[src/led_driver_serial_write_unit_defines.svh]
// assertion macros for the led driver serial write unit
// used by the sequencer and the top level
`ifndef LED_DRIVER_SERIAL_WRITE_UNIT_DEFINES_SVH
`define LED_DRIVER_SERIAL_WRITE_UNIT_DEFINES_SVH

`ifndef SYNTH
// checked only while reset is released
`define LDS_ASSERT(name, clk, rst_n, prop) \
    name: assert property (@(posedge clk) disable iff (!rst_n) (prop)) \
        else $error("lds check failed");
// checked during reset as well
`define LDS_ASSERT_ALWAYS(name, clk, prop) \
    name: assert property (@(posedge clk) (prop)) \
        else $error("lds check failed");
`else
`define LDS_ASSERT(name, clk, rst_n, prop)
`define LDS_ASSERT_ALWAYS(name, clk, prop)
`endif

`endif

[src/lds_pkg.sv]
// shared types, constants and helper functions of the led driver serial write unit
// no dependencies
`timescale 1ns / 1ps

package lds_pkg;

    localparam int WAIT_BITS = 10;
    localparam int WAIT_MAX  = (1 << WAIT_BITS) - 1;

    localparam int SHORT_W = 8;
    localparam int LONG_W  = 10;
    localparam int BYTE_W  = 8;

    localparam int APB_ADDR_W = 4;
    localparam int APB_DATA_W = 32;

    localparam logic [1:0] REG_SHORT_WAIT = 2'd0;
    localparam logic [1:0] REG_LONG_WAIT  = 2'd1;
    localparam logic [1:0] REG_MODE_CMD   = 2'd2;
    localparam logic [1:0] REG_DISP_CMD   = 2'd3;

    localparam logic [SHORT_W-1:0] SHORT_WAIT_RST = 8'd3;
    localparam logic [LONG_W-1:0]  LONG_WAIT_RST  = 10'd10;
    localparam logic [BYTE_W-1:0]  MODE_CMD_RST   = 8'h44;
    localparam logic [BYTE_W-1:0]  DISP_CMD_RST   = 8'h8C;

    localparam logic REQ_TICK  = 1'b0;
    localparam logic REQ_WRITE = 1'b1;

    typedef struct packed {
        logic [SHORT_W-1:0] short_wait;
        logic [LONG_W-1:0]  long_wait;
        logic [BYTE_W-1:0]  mode_command;
        logic [BYTE_W-1:0]  display_command;
    } cfg_t;

    typedef struct packed {
        logic [BYTE_W-1:0] seg_data;
        logic [BYTE_W-1:0] grid_addr;
        logic              req_type;
    } item_t;

    // clock_pin in the lowest bit
    typedef struct packed {
        logic refused;
        logic done_res;
        logic busy_res;
        logic data_pin;
        logic clock_pin;
    } res_t;

    localparam int RES_W   = $bits(res_t);
    localparam int TDATA_W = ((RES_W + 7) / 8) * 8;

    // zero counts as one tick, too large saturates
    function automatic logic [WAIT_BITS-1:0] eff_wait(input logic [LONG_W-1:0] v);
        logic [WAIT_BITS-1:0] r;
        if (v == '0) begin
            r = WAIT_BITS'(1);
        end else if (int'(v) > WAIT_MAX) begin
            r = WAIT_BITS'(WAIT_MAX);
        end else begin
            r = WAIT_BITS'(v);
        end
        return r;
    endfunction

endpackage

[src/led_driver_serial_write_unit.sv]
// path: a word accepted into the input register gives its result word via the result register
// throughput: one word per cycle unless m_tready stalls; sequencer state moves only on a step
// reset: synchronous active-low aresetn, lines released high, sequencer idle,
// registers back to their reset values, both pipeline stages empty
// top level: input register, sequencer, result register, apb registers
`timescale 1ns / 1ps
`include "led_driver_serial_write_unit_defines.svh"

module led_driver_serial_write_unit import lds_pkg::*; (
    input  logic                  aclk,
    input  logic                  aresetn,
    input  logic                  s_tvalid,
    output logic                  s_tready,
    input  logic [2*BYTE_W-1:0]   s_tdata,   // grid_addr, seg_data
    input  logic                  s_tuser,   // req_type
    output logic                  m_tvalid,
    input  logic                  m_tready,
    output logic [TDATA_W-1:0]    m_tdata,   // clock_pin, data_pin, busy_res, done_res, refused
    input  logic                  psel,
    input  logic                  penable,
    input  logic                  pwrite,
    input  logic [APB_ADDR_W-1:0] paddr,
    input  logic [APB_DATA_W-1:0] pwdata,
    output logic [APB_DATA_W-1:0] prdata,
    output logic                  pready
);

    cfg_t  cfg;
    item_t in_reg;
    logic  in_vld_reg;
    res_t  res_next, res_reg;
    logic  out_vld_reg;
    logic  out_ready;
    logic  step_en;

    assign out_ready = !out_vld_reg || m_tready;
    assign step_en   = in_vld_reg && out_ready;
    assign s_tready  = !in_vld_reg || out_ready;

    always_ff @(posedge aclk) begin
        if (!aresetn) begin
            in_vld_reg  <= 1'b0;
            out_vld_reg <= 1'b0;
        end else begin
            if (s_tready) begin
                in_vld_reg <= s_tvalid;
            end
            if (out_ready) begin
                out_vld_reg <= in_vld_reg;
            end
        end
    end

    always_ff @(posedge aclk) begin
        if (s_tvalid && s_tready) begin
            in_reg.req_type  <= s_tuser;
            in_reg.grid_addr <= s_tdata[BYTE_W-1:0];
            in_reg.seg_data  <= s_tdata[2*BYTE_W-1:BYTE_W];
        end
        if (step_en) begin
            res_reg <= res_next;
        end
    end

    lds_apb_regs u_regs (
        .aclk    (aclk),
        .aresetn (aresetn),
        .psel    (psel),
        .penable (penable),
        .pwrite  (pwrite),
        .paddr   (paddr),
        .pwdata  (pwdata),
        .prdata  (prdata),
        .pready  (pready),
        .cfg     (cfg)
    );

    lds_sequencer u_seq (
        .aclk    (aclk),
        .aresetn (aresetn),
        .en      (step_en),
        .item    (in_reg),
        .cfg     (cfg),
        .res     (res_next)
    );

    assign m_tvalid = out_vld_reg;
    assign m_tdata  = TDATA_W'(res_reg);

    `LDS_ASSERT(a_stalled_item_kept, aclk, aresetn, (in_vld_reg && !out_ready) |=> in_vld_reg)
    `LDS_ASSERT(a_step_gives_result, aclk, aresetn, step_en |=> out_vld_reg)
    `LDS_ASSERT_ALWAYS(a_reset_empties, aclk, !aresetn |=> (!in_vld_reg && !out_vld_reg))

endmodule

[src/lds_apb_regs.sv]
// apb configuration registers: wait lengths and the two command bytes
// depends on lds_pkg
`timescale 1ns / 1ps

module lds_apb_regs import lds_pkg::*; (
    input  logic                  aclk,
    input  logic                  aresetn,
    input  logic                  psel,
    input  logic                  penable,
    input  logic                  pwrite,
    input  logic [APB_ADDR_W-1:0] paddr,
    input  logic [APB_DATA_W-1:0] pwdata,
    output logic [APB_DATA_W-1:0] prdata,
    output logic                  pready,
    output cfg_t                  cfg
);

    cfg_t       cfg_reg;
    logic       wr_en;
    logic [1:0] reg_sel;

    assign pready  = 1'b1;
    assign wr_en   = psel && penable && pwrite;
    assign reg_sel = paddr[3:2];
    assign cfg     = cfg_reg;

    always_ff @(posedge aclk) begin
        if (!aresetn) begin
            cfg_reg.short_wait      <= SHORT_WAIT_RST;
            cfg_reg.long_wait       <= LONG_WAIT_RST;
            cfg_reg.mode_command    <= MODE_CMD_RST;
            cfg_reg.display_command <= DISP_CMD_RST;
        end else if (wr_en) begin
            case (reg_sel)
                REG_SHORT_WAIT: cfg_reg.short_wait      <= pwdata[SHORT_W-1:0];
                REG_LONG_WAIT:  cfg_reg.long_wait       <= pwdata[LONG_W-1:0];
                REG_MODE_CMD:   cfg_reg.mode_command    <= pwdata[BYTE_W-1:0];
                REG_DISP_CMD:   cfg_reg.display_command <= pwdata[BYTE_W-1:0];
                default: ;
            endcase
        end
    end

    always_comb begin
        case (reg_sel)
            REG_SHORT_WAIT: prdata = APB_DATA_W'(cfg_reg.short_wait);
            REG_LONG_WAIT:  prdata = APB_DATA_W'(cfg_reg.long_wait);
            REG_MODE_CMD:   prdata = APB_DATA_W'(cfg_reg.mode_command);
            REG_DISP_CMD:   prdata = APB_DATA_W'(cfg_reg.display_command);
            default:        prdata = '0;
        endcase
    end

endmodule

[src/lds_sequencer.sv]
// frame sequencer: start, bytes lsb first with dummy ack clock, stop, three frames
// depends on lds_pkg and the defines header
`timescale 1ns / 1ps
`include "led_driver_serial_write_unit_defines.svh"

module lds_sequencer import lds_pkg::*; (
    input  logic  aclk,
    input  logic  aresetn,
    input  logic  en,
    input  item_t item,
    input  cfg_t  cfg,
    output res_t  res
);

    typedef enum logic [3:0] {
        ST_IDLE, ST_S0, ST_S1, ST_S2, ST_BPRE, ST_BLOW, ST_BHIGH,
        ST_A0, ST_A1, ST_A2, ST_A3, ST_P0, ST_P1, ST_P2
    } step_t;

    step_t                step_reg, step_next;
    logic [WAIT_BITS-1:0] wait_reg, wait_next, wait_dec;
    logic [2:0]           bit_reg, bit_next;
    logic [BYTE_W-1:0]    shift_reg, shift_next;
    logic [1:0]           frame_reg, frame_next;
    logic                 byte_reg, byte_next;
    logic [BYTE_W-1:0]    addr_reg, addr_next;
    logic [BYTE_W-1:0]    data_reg, data_next;
    logic                 clk_lvl_reg, clk_lvl_next;
    logic                 dat_lvl_reg, dat_lvl_next;
    logic                 busy_reg, busy_next;
    logic                 done, refused;
    logic [WAIT_BITS-1:0] sw, lw;
    logic [BYTE_W-1:0]    pick;

    assign sw = eff_wait(LONG_W'(cfg.short_wait));
    assign lw = eff_wait(cfg.long_wait);

    // byte_reg is still zero when a frame's first byte is loaded
    always_comb begin
        if (frame_reg == 2'd0) begin
            pick = cfg.mode_command;
        end else if (frame_reg == 2'd1) begin
            pick = byte_reg ? data_reg : addr_reg;
        end else begin
            pick = cfg.display_command;
        end
    end

    assign wait_dec = (wait_reg != '0) ? wait_reg - WAIT_BITS'(1) : wait_reg;

    always_comb begin
        step_next    = step_reg;
        wait_next    = wait_reg;
        bit_next     = bit_reg;
        shift_next   = shift_reg;
        frame_next   = frame_reg;
        byte_next    = byte_reg;
        addr_next    = addr_reg;
        data_next    = data_reg;
        clk_lvl_next = clk_lvl_reg;
        dat_lvl_next = dat_lvl_reg;
        busy_next    = busy_reg;
        done         = 1'b0;
        refused      = 1'b0;
        if (en) begin
            if (item.req_type == REQ_WRITE) begin
                if (busy_reg) begin
                    refused = 1'b1;
                end else begin
                    addr_next    = item.grid_addr;
                    data_next    = item.seg_data;
                    busy_next    = 1'b1;
                    frame_next   = 2'd0;
                    byte_next    = 1'b0;
                    bit_next     = 3'd0;
                    step_next    = ST_S0;
                    dat_lvl_next = 1'b1;
                    wait_next    = sw;
                end
            end else if (busy_reg) begin
                wait_next = wait_dec;
                if (wait_dec == '0) begin
                    case (step_reg)
                        ST_S0: begin
                            step_next    = ST_S1;
                            clk_lvl_next = 1'b1;
                            wait_next    = lw;
                        end
                        ST_S1: begin
                            step_next    = ST_S2;
                            dat_lvl_next = 1'b0;
                            wait_next    = lw;
                        end
                        ST_S2: begin
                            step_next  = ST_BPRE;
                            shift_next = pick;
                            bit_next   = 3'd0;
                            wait_next  = sw;
                        end
                        ST_BPRE: begin
                            step_next    = ST_BLOW;
                            clk_lvl_next = 1'b0;
                            dat_lvl_next = shift_reg[0];
                            wait_next    = sw;
                        end
                        ST_BLOW: begin
                            step_next    = ST_BHIGH;
                            clk_lvl_next = 1'b1;
                            wait_next    = sw;
                        end
                        ST_BHIGH: begin
                            shift_next   = shift_reg >> 1;
                            clk_lvl_next = 1'b0;
                            wait_next    = sw;
                            if (bit_reg == 3'd7) begin
                                bit_next  = 3'd0;
                                step_next = ST_A0;
                            end else begin
                                bit_next     = bit_reg + 3'd1;
                                step_next    = ST_BLOW;
                                dat_lvl_next = shift_reg[1];
                            end
                        end
                        ST_A0: begin
                            step_next    = ST_A1;
                            dat_lvl_next = 1'b0;
                            wait_next    = sw;
                        end
                        ST_A1: begin
                            step_next    = ST_A2;
                            clk_lvl_next = 1'b1;
                            wait_next    = sw;
                        end
                        ST_A2: begin
                            step_next    = ST_A3;
                            clk_lvl_next = 1'b0;
                            wait_next    = sw;
                        end
                        // at the end of the ack the data line is set for the next byte or the stop, then a short wait
                        ST_A3: begin
                            wait_next = sw;
                            if (frame_reg == 2'd1 && !byte_reg) begin
                                byte_next    = 1'b1;
                                step_next    = ST_BPRE;
                                dat_lvl_next = 1'b1;
                                shift_next   = data_reg;
                                bit_next     = 3'd0;
                            end else begin
                                step_next    = ST_P0;
                                dat_lvl_next = 1'b0;
                            end
                        end
                        ST_P0: begin
                            step_next    = ST_P1;
                            clk_lvl_next = 1'b1;
                            wait_next    = lw;
                        end
                        ST_P1: begin
                            step_next    = ST_P2;
                            dat_lvl_next = 1'b1;
                            wait_next    = lw;
                        end
                        ST_P2: begin
                            if (frame_reg < 2'd2) begin
                                frame_next   = frame_reg + 2'd1;
                                byte_next    = 1'b0;
                                step_next    = ST_S0;
                                dat_lvl_next = 1'b1;
                                wait_next    = sw;
                            end else begin
                                step_next = ST_IDLE;
                                busy_next = 1'b0;
                                done      = 1'b1;
                            end
                        end
                        default: ;
                    endcase
                end
            end
        end
    end

    always_ff @(posedge aclk) begin
        if (!aresetn) begin
            step_reg    <= ST_IDLE;
            wait_reg    <= '0;
            bit_reg     <= '0;
            shift_reg   <= '0;
            frame_reg   <= '0;
            byte_reg    <= 1'b0;
            addr_reg    <= '0;
            data_reg    <= '0;
            clk_lvl_reg <= 1'b1;
            dat_lvl_reg <= 1'b1;
            busy_reg    <= 1'b0;
        end else begin
            step_reg    <= step_next;
            wait_reg    <= wait_next;
            bit_reg     <= bit_next;
            shift_reg   <= shift_next;
            frame_reg   <= frame_next;
            byte_reg    <= byte_next;
            addr_reg    <= addr_next;
            data_reg    <= data_next;
            clk_lvl_reg <= clk_lvl_next;
            dat_lvl_reg <= dat_lvl_next;
            busy_reg    <= busy_next;
        end
    end

    always_comb begin
        res.clock_pin = clk_lvl_next;
        res.data_pin  = dat_lvl_next;
        res.busy_res  = busy_next;
        res.done_res  = done;
        res.refused   = refused;
    end

    `LDS_ASSERT(a_done_ends_busy, aclk, aresetn, res.done_res |=> !busy_reg)
    `LDS_ASSERT(a_refused_only_busy, aclk, aresetn, res.refused |-> busy_reg)
    `LDS_ASSERT(a_busy_has_wait, aclk, aresetn, busy_reg |-> (wait_reg != '0))
    `LDS_ASSERT(a_idle_matches_busy, aclk, aresetn, busy_reg == (step_reg != ST_IDLE))

endmodule
[config.mk]
export PLATFORM = sky130hd
export DESIGN_NAME = led_driver_serial_write_unit
export DESIGN_NICKNAME = d
export VERILOG_FILES = /design/src/lds_pkg.sv /design/src/led_driver_serial_write_unit.sv /design/src/lds_apb_regs.sv /design/src/lds_sequencer.sv
export VERILOG_INCLUDE_DIRS = /design/src /design/src/src
export SDC_FILE = /design/constraint.sdc
export NUM_CORES = 1
export LEC_CHECK = 0
export BUFFER_PORTS_ARGS = -buffer_cell sky130_fd_sc_hd__buf_2
export CORE_MARGIN = 5
export CORE_UTILIZATION = 57
export CTS_CLUSTER_DIAMETER = 100
export CTS_CLUSTER_SIZE = 40
export DETAILED_ROUTE_END_ITERATION = 10
export GPL_ROUTABILITY_DRIVEN = 0
export PLACE_DENSITY_LB_ADDON = 0.12
export SKIP_LAST_GASP = 1
export SLEW_MARGIN = 20
export SYNTH_ARGS = -nofsm -noshare
export SYNTH_HDL_FRONTEND = slang
export SYNTH_HIERARCHICAL = 1
export SYNTH_SLANG_ARGS = --single-unit
[constraint.sdc]
create_clock -name aclk -period 3.3 [get_ports aclk]
set_clock_uncertainty 0.15 [all_clocks]
set_input_delay 0.165 -clock aclk [delete_from_list [all_inputs] [get_ports aclk]]
set_output_delay 0.165 -clock aclk [all_outputs]
set_load 0.02 [all_outputs]
==> results of run 1 <==
## through the flow
stage,utilization,instance area (µm²),instances
floorplan,-,6100,697
global placement,0.602,6210,822
detailed placement,0.602,6210,822
CTS,0.650,6710,867
global route,0.651,6720,867
finish,0.651,6720,867
## timing repair
item | 4_1_cts | 5_1_grt
hold buffers | 29 | 0
setup endpoints to repair | 0 | 10
gates resized for setup | 0 | 2
buffers inserted | 0 | 0
hold endpoints to repair | 45 | 0
## placed cells by master, fill, tap and decap left out, types with 14 or more instances in the layout
cell	instances
buf_2	52
inv_1	17
buf_4	15
or3_1	14
nor2b_1	18
nand2_1	105
dlygate4sd3_1	29
o21ai_0	27
a21oi_1	25
nor2_1	32
edfxtp_1	22
dfxtp_1	83
a21boi_0	16
mux2i_1	49
conb_1	26
## power breakdown
| part | leakage [nW] | switching, mW | internal (mW) |
|---|---|---|---|
| Clock | 0.100 | 0.460 | 0.362 |
| Sequential | 0.878 | 0.0302 | 1.35 |
| Combinational | 1.64 | 0.286 | 0.192 |
| Total | 2.62 | 0.776 | 1.90 |
## logic make-up (layout without fill, tap and decap cells)
group,count (synthesis),after routing,synth area share
flip-flops,105,105,0.386
multiplexers,57,57,0.112
AO/OA/AOI/OAI,163,163,0.189
buffers and inverters,98,132,0.0864
other,3,26,0.00187
adder cells (fa/ha/maj),9,9,0.0183
XOR/XNOR,2,2,0.00291
AND/OR/NAND/NOR,237,237,0.204
## area by class of cell
cell class	count	area, µm²	share of cell area
tap	136	170	0.0253
inverter	19	71.3	0.0106
clock inverter	6	76.3	0.0114
clock buffer	10	128	0.0190
timing repair buffer	97	683	0.102
multi-input combinational	494	3270	0.486
sequential	105	2320	0.346
## per-layer routing
metal,part of all wire,up-vias,GRT usage
met2,0.48,183,0.367
met5,0,-,0
met4,0.019,0,0.0705
li1,-,2486,-
met1,0.44,2384,0.304
met3,0.062,33,0.0460
## critical path, delay by kind of cell, from the launching register on
family / cells / cell delay, ns
buffers and inverters: 1 / 0.13
flip-flops: 1 / 0.38
AO/OA/AOI/OAI: 3 / 0.94
adder cells (fa/ha/maj): 1 / 0.30
AND/OR/NAND/NOR: 4 / 1.20
## worst paths after layout
path | startpoint | to | slack, ns | cells past startpoint
worst max-delay path | u_seq/wait_reg[0] | u_seq/bit_reg[2] | 0.1 | 9
worst min-delay path | pwdata[5] | u_regs/cfg[31] | 0.03 | 3
worst max register to register | u_seq/wait_reg[0] | u_seq/bit_reg[2] | 0.1 | 9
worst min register to register | u_seq/addr_reg[6] | u_seq/addr_reg[6] | 0.32 | 2
==> reports/metrics.yaml, run 1 <==
mappedNetlistArea_mm2: 0.00601
yosysMostFrequentCell: "nand2_1"
avgViaCountPerCell: 5.87
relSlewSlack: 0.494
synth_top_area_frac: 0.276
synthCells: 674
setup_violations: 0
timing.fmax_ghz: 0.312
port_buffers: 52
synth_edf_count: 22
hold_path.class: "input pin to flip-flop"
clock_sinks: 105
timing.hold.ws_ns: 0.0251
synthFlopType: "dfxtp_1"
critPathMaxFanout: 7
insertion_delay_ns: 0.38
worst_pin_slew_ns: 0.759
n_fill_cell: 862
setup_ws_ns: 0.0980
die_h_um: 113
start_kind: "flip-flop"
diodes: 0
core_mm2: 0.0103
cts-root-buf: "clkbuf_8"
die_area_mm2: 0.0127
synth.top_cells.by_area: "dfxtp_1, edfxtp_1, mux2i_1, nand2_1, buf_4"
cts_buffers: 9
ir_worst_vdd_mv: 0.397
cts_tree: "yes"
vias: 5086
status: "finished clean"
drive_gt1_frac: 0.149
ys_types: 77
cp_slowest_cell: "or3b_1"
antenna_found_initial: 0
fin_crit_sh: 0.970
ios: 103
cp.required_ns: 3.43
slew_violations: 0
avgSynthCellArea_um2: 8.92
slowest_delay_ns: 0.44
initial_core_util: 0.582
rsz0062_at_grt: "false"
fin_nets: 794
yosys_warnings: 6
p_leak_nw: 2.62
rows: 37
hpwl_um: 10100
power_mw: 2.68
path_cells: "inv_1, ha_1, or3b_1, o31ai_1, and3_4, and4_1, nand3_4, o311a_1, a22o_1"
async_flop_share: 0
end_kind: "flip-flop"
fin_crit_ns: 3.20
syn_to_final_growth_pct: 11.7
first_pass_iters: 5
finalSetupTns_ns: 0
largest_register_ffs: 34
drc_errors: 0
postRouteAntennaNets: 0
clkSlewWorstSetupHoldPaths_ns: 0.10
fp.dieW_um: 113
drv_cap: 0
ys_ff_latch: 105
overflow: 0
cts_buffer_depth: 2
path_class: "flip-flop to flip-flop"
finalHoldViolations: 0
cp.arrival_ns: 3.33
grt_first_pass_wirelength_um: 23700
drtIter0Drc: 458
yosysSeqAreaShare: 0.386
avgRoutedWirePerCell_um: 16.8
drt_wl_total_um: 14600
synth.largest_area_cell: "dfxtp_1"
cellPowerDensity_mw_per_mm2: 398
htree_levels: 3
grtUsageTotal: 0.226
grt_pass1_vias: 4805
pre_cts_slack_ns: 0.162
grt_max_degree: 94
synthTopCellsByCount: "nand2_1, dfxtp_1, mux2i_1, buf_4, clkbuf_1"
Note: power is estimated with default switching activity, not from simulation.
==> run 2, diff against run 1 <==
- CORE_UTILIZATION: 57 -> 59
- CTS_BUF_LIST: unset -> sky130_fd_sc_hd__clkbuf_2
==> reports/metrics.yaml, run 2 (same netlist as run 1, synthesis figures left out) <==
slowest_delay_ns: 0.53
p_leak_nw: 2.59
syn_to_final_growth_pct: 10.1
path_class: "flip-flop to flip-flop"
first_pass_iters: 5
fin_crit_sh: 0.940
die_area_mm2: 0.0123
place_inst: 819
hold_path.startpoint: "penable"
r2r_cells: 9
ios: 103
avgRoutedWirePerCell_um: 16.7
fin_cells: 868
grt_max_degree: 61
core_mm2: 0.00986
finalHoldViolations: 0
cts_buffer_depth: 2
r2r_slack_ns: 0.20
overflow: 0
status: "finished clean"
cp.required_ns: 3.64
hold_path.class: "input pin to flip-flop"
cp_slowest_cell: "or4_1"
vias: 5175
relSlewSlack: 0.504
grt_first_pass_wirelength_um: 24000
critical_path.top_delay_family: "simple AND/OR/NAND/NOR gates"
drc_errors: 0
hpwl_um: 10300
initial_core_util: 0.609
drt_wl_total_um: 14500
fin_nets: 798
rsz0062_at_grt: "false"
htree_levels: 3
critPathMaxFanout: 7
largest_register_ffs: 34
crit_start: "u_seq/wait_reg[0]"
clock_sinks: 105
cts_buffers: 9
r2r_start: "u_seq/wait_reg[0]"
cp.arrival_ns: 3.44
min_path_cells: 4
cts-root-buf: "clkbuf_2"
drive_gt1_frac: 0.146
drtIter0Drc: 382
place_area_mm2: 0.00620
insertion_delay_ns: 0.58
seq_area_mm2: 0.00232
rows: 36
fp.dieW_um: 111
die_h_um: 111
cellPowerDensity_mw_per_mm2: 363
start_kind: "flip-flop"
cts_tree: "yes"
final_area_mm2: 0.00662
diodes: 0
ir_worst_vdd_mv: 0.270
path_cells: "inv_1, ha_1, or3b_1, o31ai_1, and3_4, and4_1, nand2_2, or4_1, a21boi_1"
avgViaCountPerCell: 5.96
n_fill_cell: 786
reg2reg_to: "u_seq/wait_reg[0]"
multi_input_area_mm2: 0.00326
final_cell_mix: "nand2_1, dfxtp_1, buf_2, mux2i_1, dlygate4sd3_1"
drv_cap: 0
postRouteAntennaNets: 0
critical_path_depth: 9
hold_path_end: "u_regs/cfg[10]"
slew_violations: 0
grt_pass1_vias: 4925
port_buffers: 52
finalSetupTns_ns: 0
end_kind: "flip-flop"
setup_violations: 0
grtUsageTotal: 0.234
fin_crit_ns: 3.10
final_common_cell: "nand2_1"
clkSlewWorstSetupHoldPaths_ns: 0.29
worst_pin_slew_ns: 0.743
antenna_found_initial: 0
timing.critical_path.buf_inv: 1
timing.fmax_ghz: 0.322
run 2: cell count changes in the layout (fill, tap and decap cells not counted), sizes merged:
cell         before  now
bufinv            1    0
dlygate4sd3      29   33
clkbuf           10   11
run 2: area by class of cell:
type	instances	share of cell area
repair buffers	101	0.107
clock inverters	5	0.00567
well taps	133	0.0251
multi-input cells	494	0.492
flip-flops and latches	105	0.351
inverters	19	0.0108
clock buffers	11	0.00832
run 2: how the worst max path moves through the flow:
stage | end | slack [ns]
global placement | u_seq/bit_reg[0] | 0.25
global route | u_seq/step_reg[1] | 0.008
finish | u_seq/wait_reg[0] | 0.20
floorplan | m_tdata[1] | 0.34
detailed placement | u_seq/bit_reg[1] | 0.18
CTS | u_seq/wait_reg[0] | 0.20
run 2: timing repair:
action | CTS | global route
buffers inserted | 0 | 0
resized for setup | 0 | 0
endpoints found under the hold margin | 87 | 0
hold buffers | 33 | 0
endpoints found under the setup margin | 0 | 0
run 2: worst register-to-register path, cell delays in order (launching register included):
cell	delay, ns
dfxtp_1	0.42
inv_1	0.13
ha_1	0.28
or3b_1	0.43
o31ai_1	0.28
and3_4	0.27
and4_1	0.33
nand2_2	0.10
or4_1	0.53
a21boi_1	0.14
run 2: power by group:
part / internal (mW) / switching [mW]
logic: 0.192 / 0.281
registers: 1.35 / 0.0300
clock network: 0.111 / 0.439
run 2: layer usage:
metal / vias to the layer above / GRT usage / wire length [µm]
met5: - / 0 / 0
met4: 0 / 0.0747 / 206
met3: 18 / 0.0475 / 937
met2: 184 / 0.396 / 7230
met1: 2470 / 0.300 / 6140
li1: 2503 / - / -
run 2: stage by stage:
stage           util  hold WS [ns]  setup WS [ns]  power [mW]
6_report       0.671         0.100          0.199        2.40
5_1_grt        0.671        0.0792        0.00821        2.50
4_1_cts        0.671        0.0670          0.196        2.41
3_5_place_dp   0.628         0.193          0.185        1.84
3_3_place_gp   0.628         0.192          0.250        1.83
2_1_floorplan      -         0.114          0.344        1.76
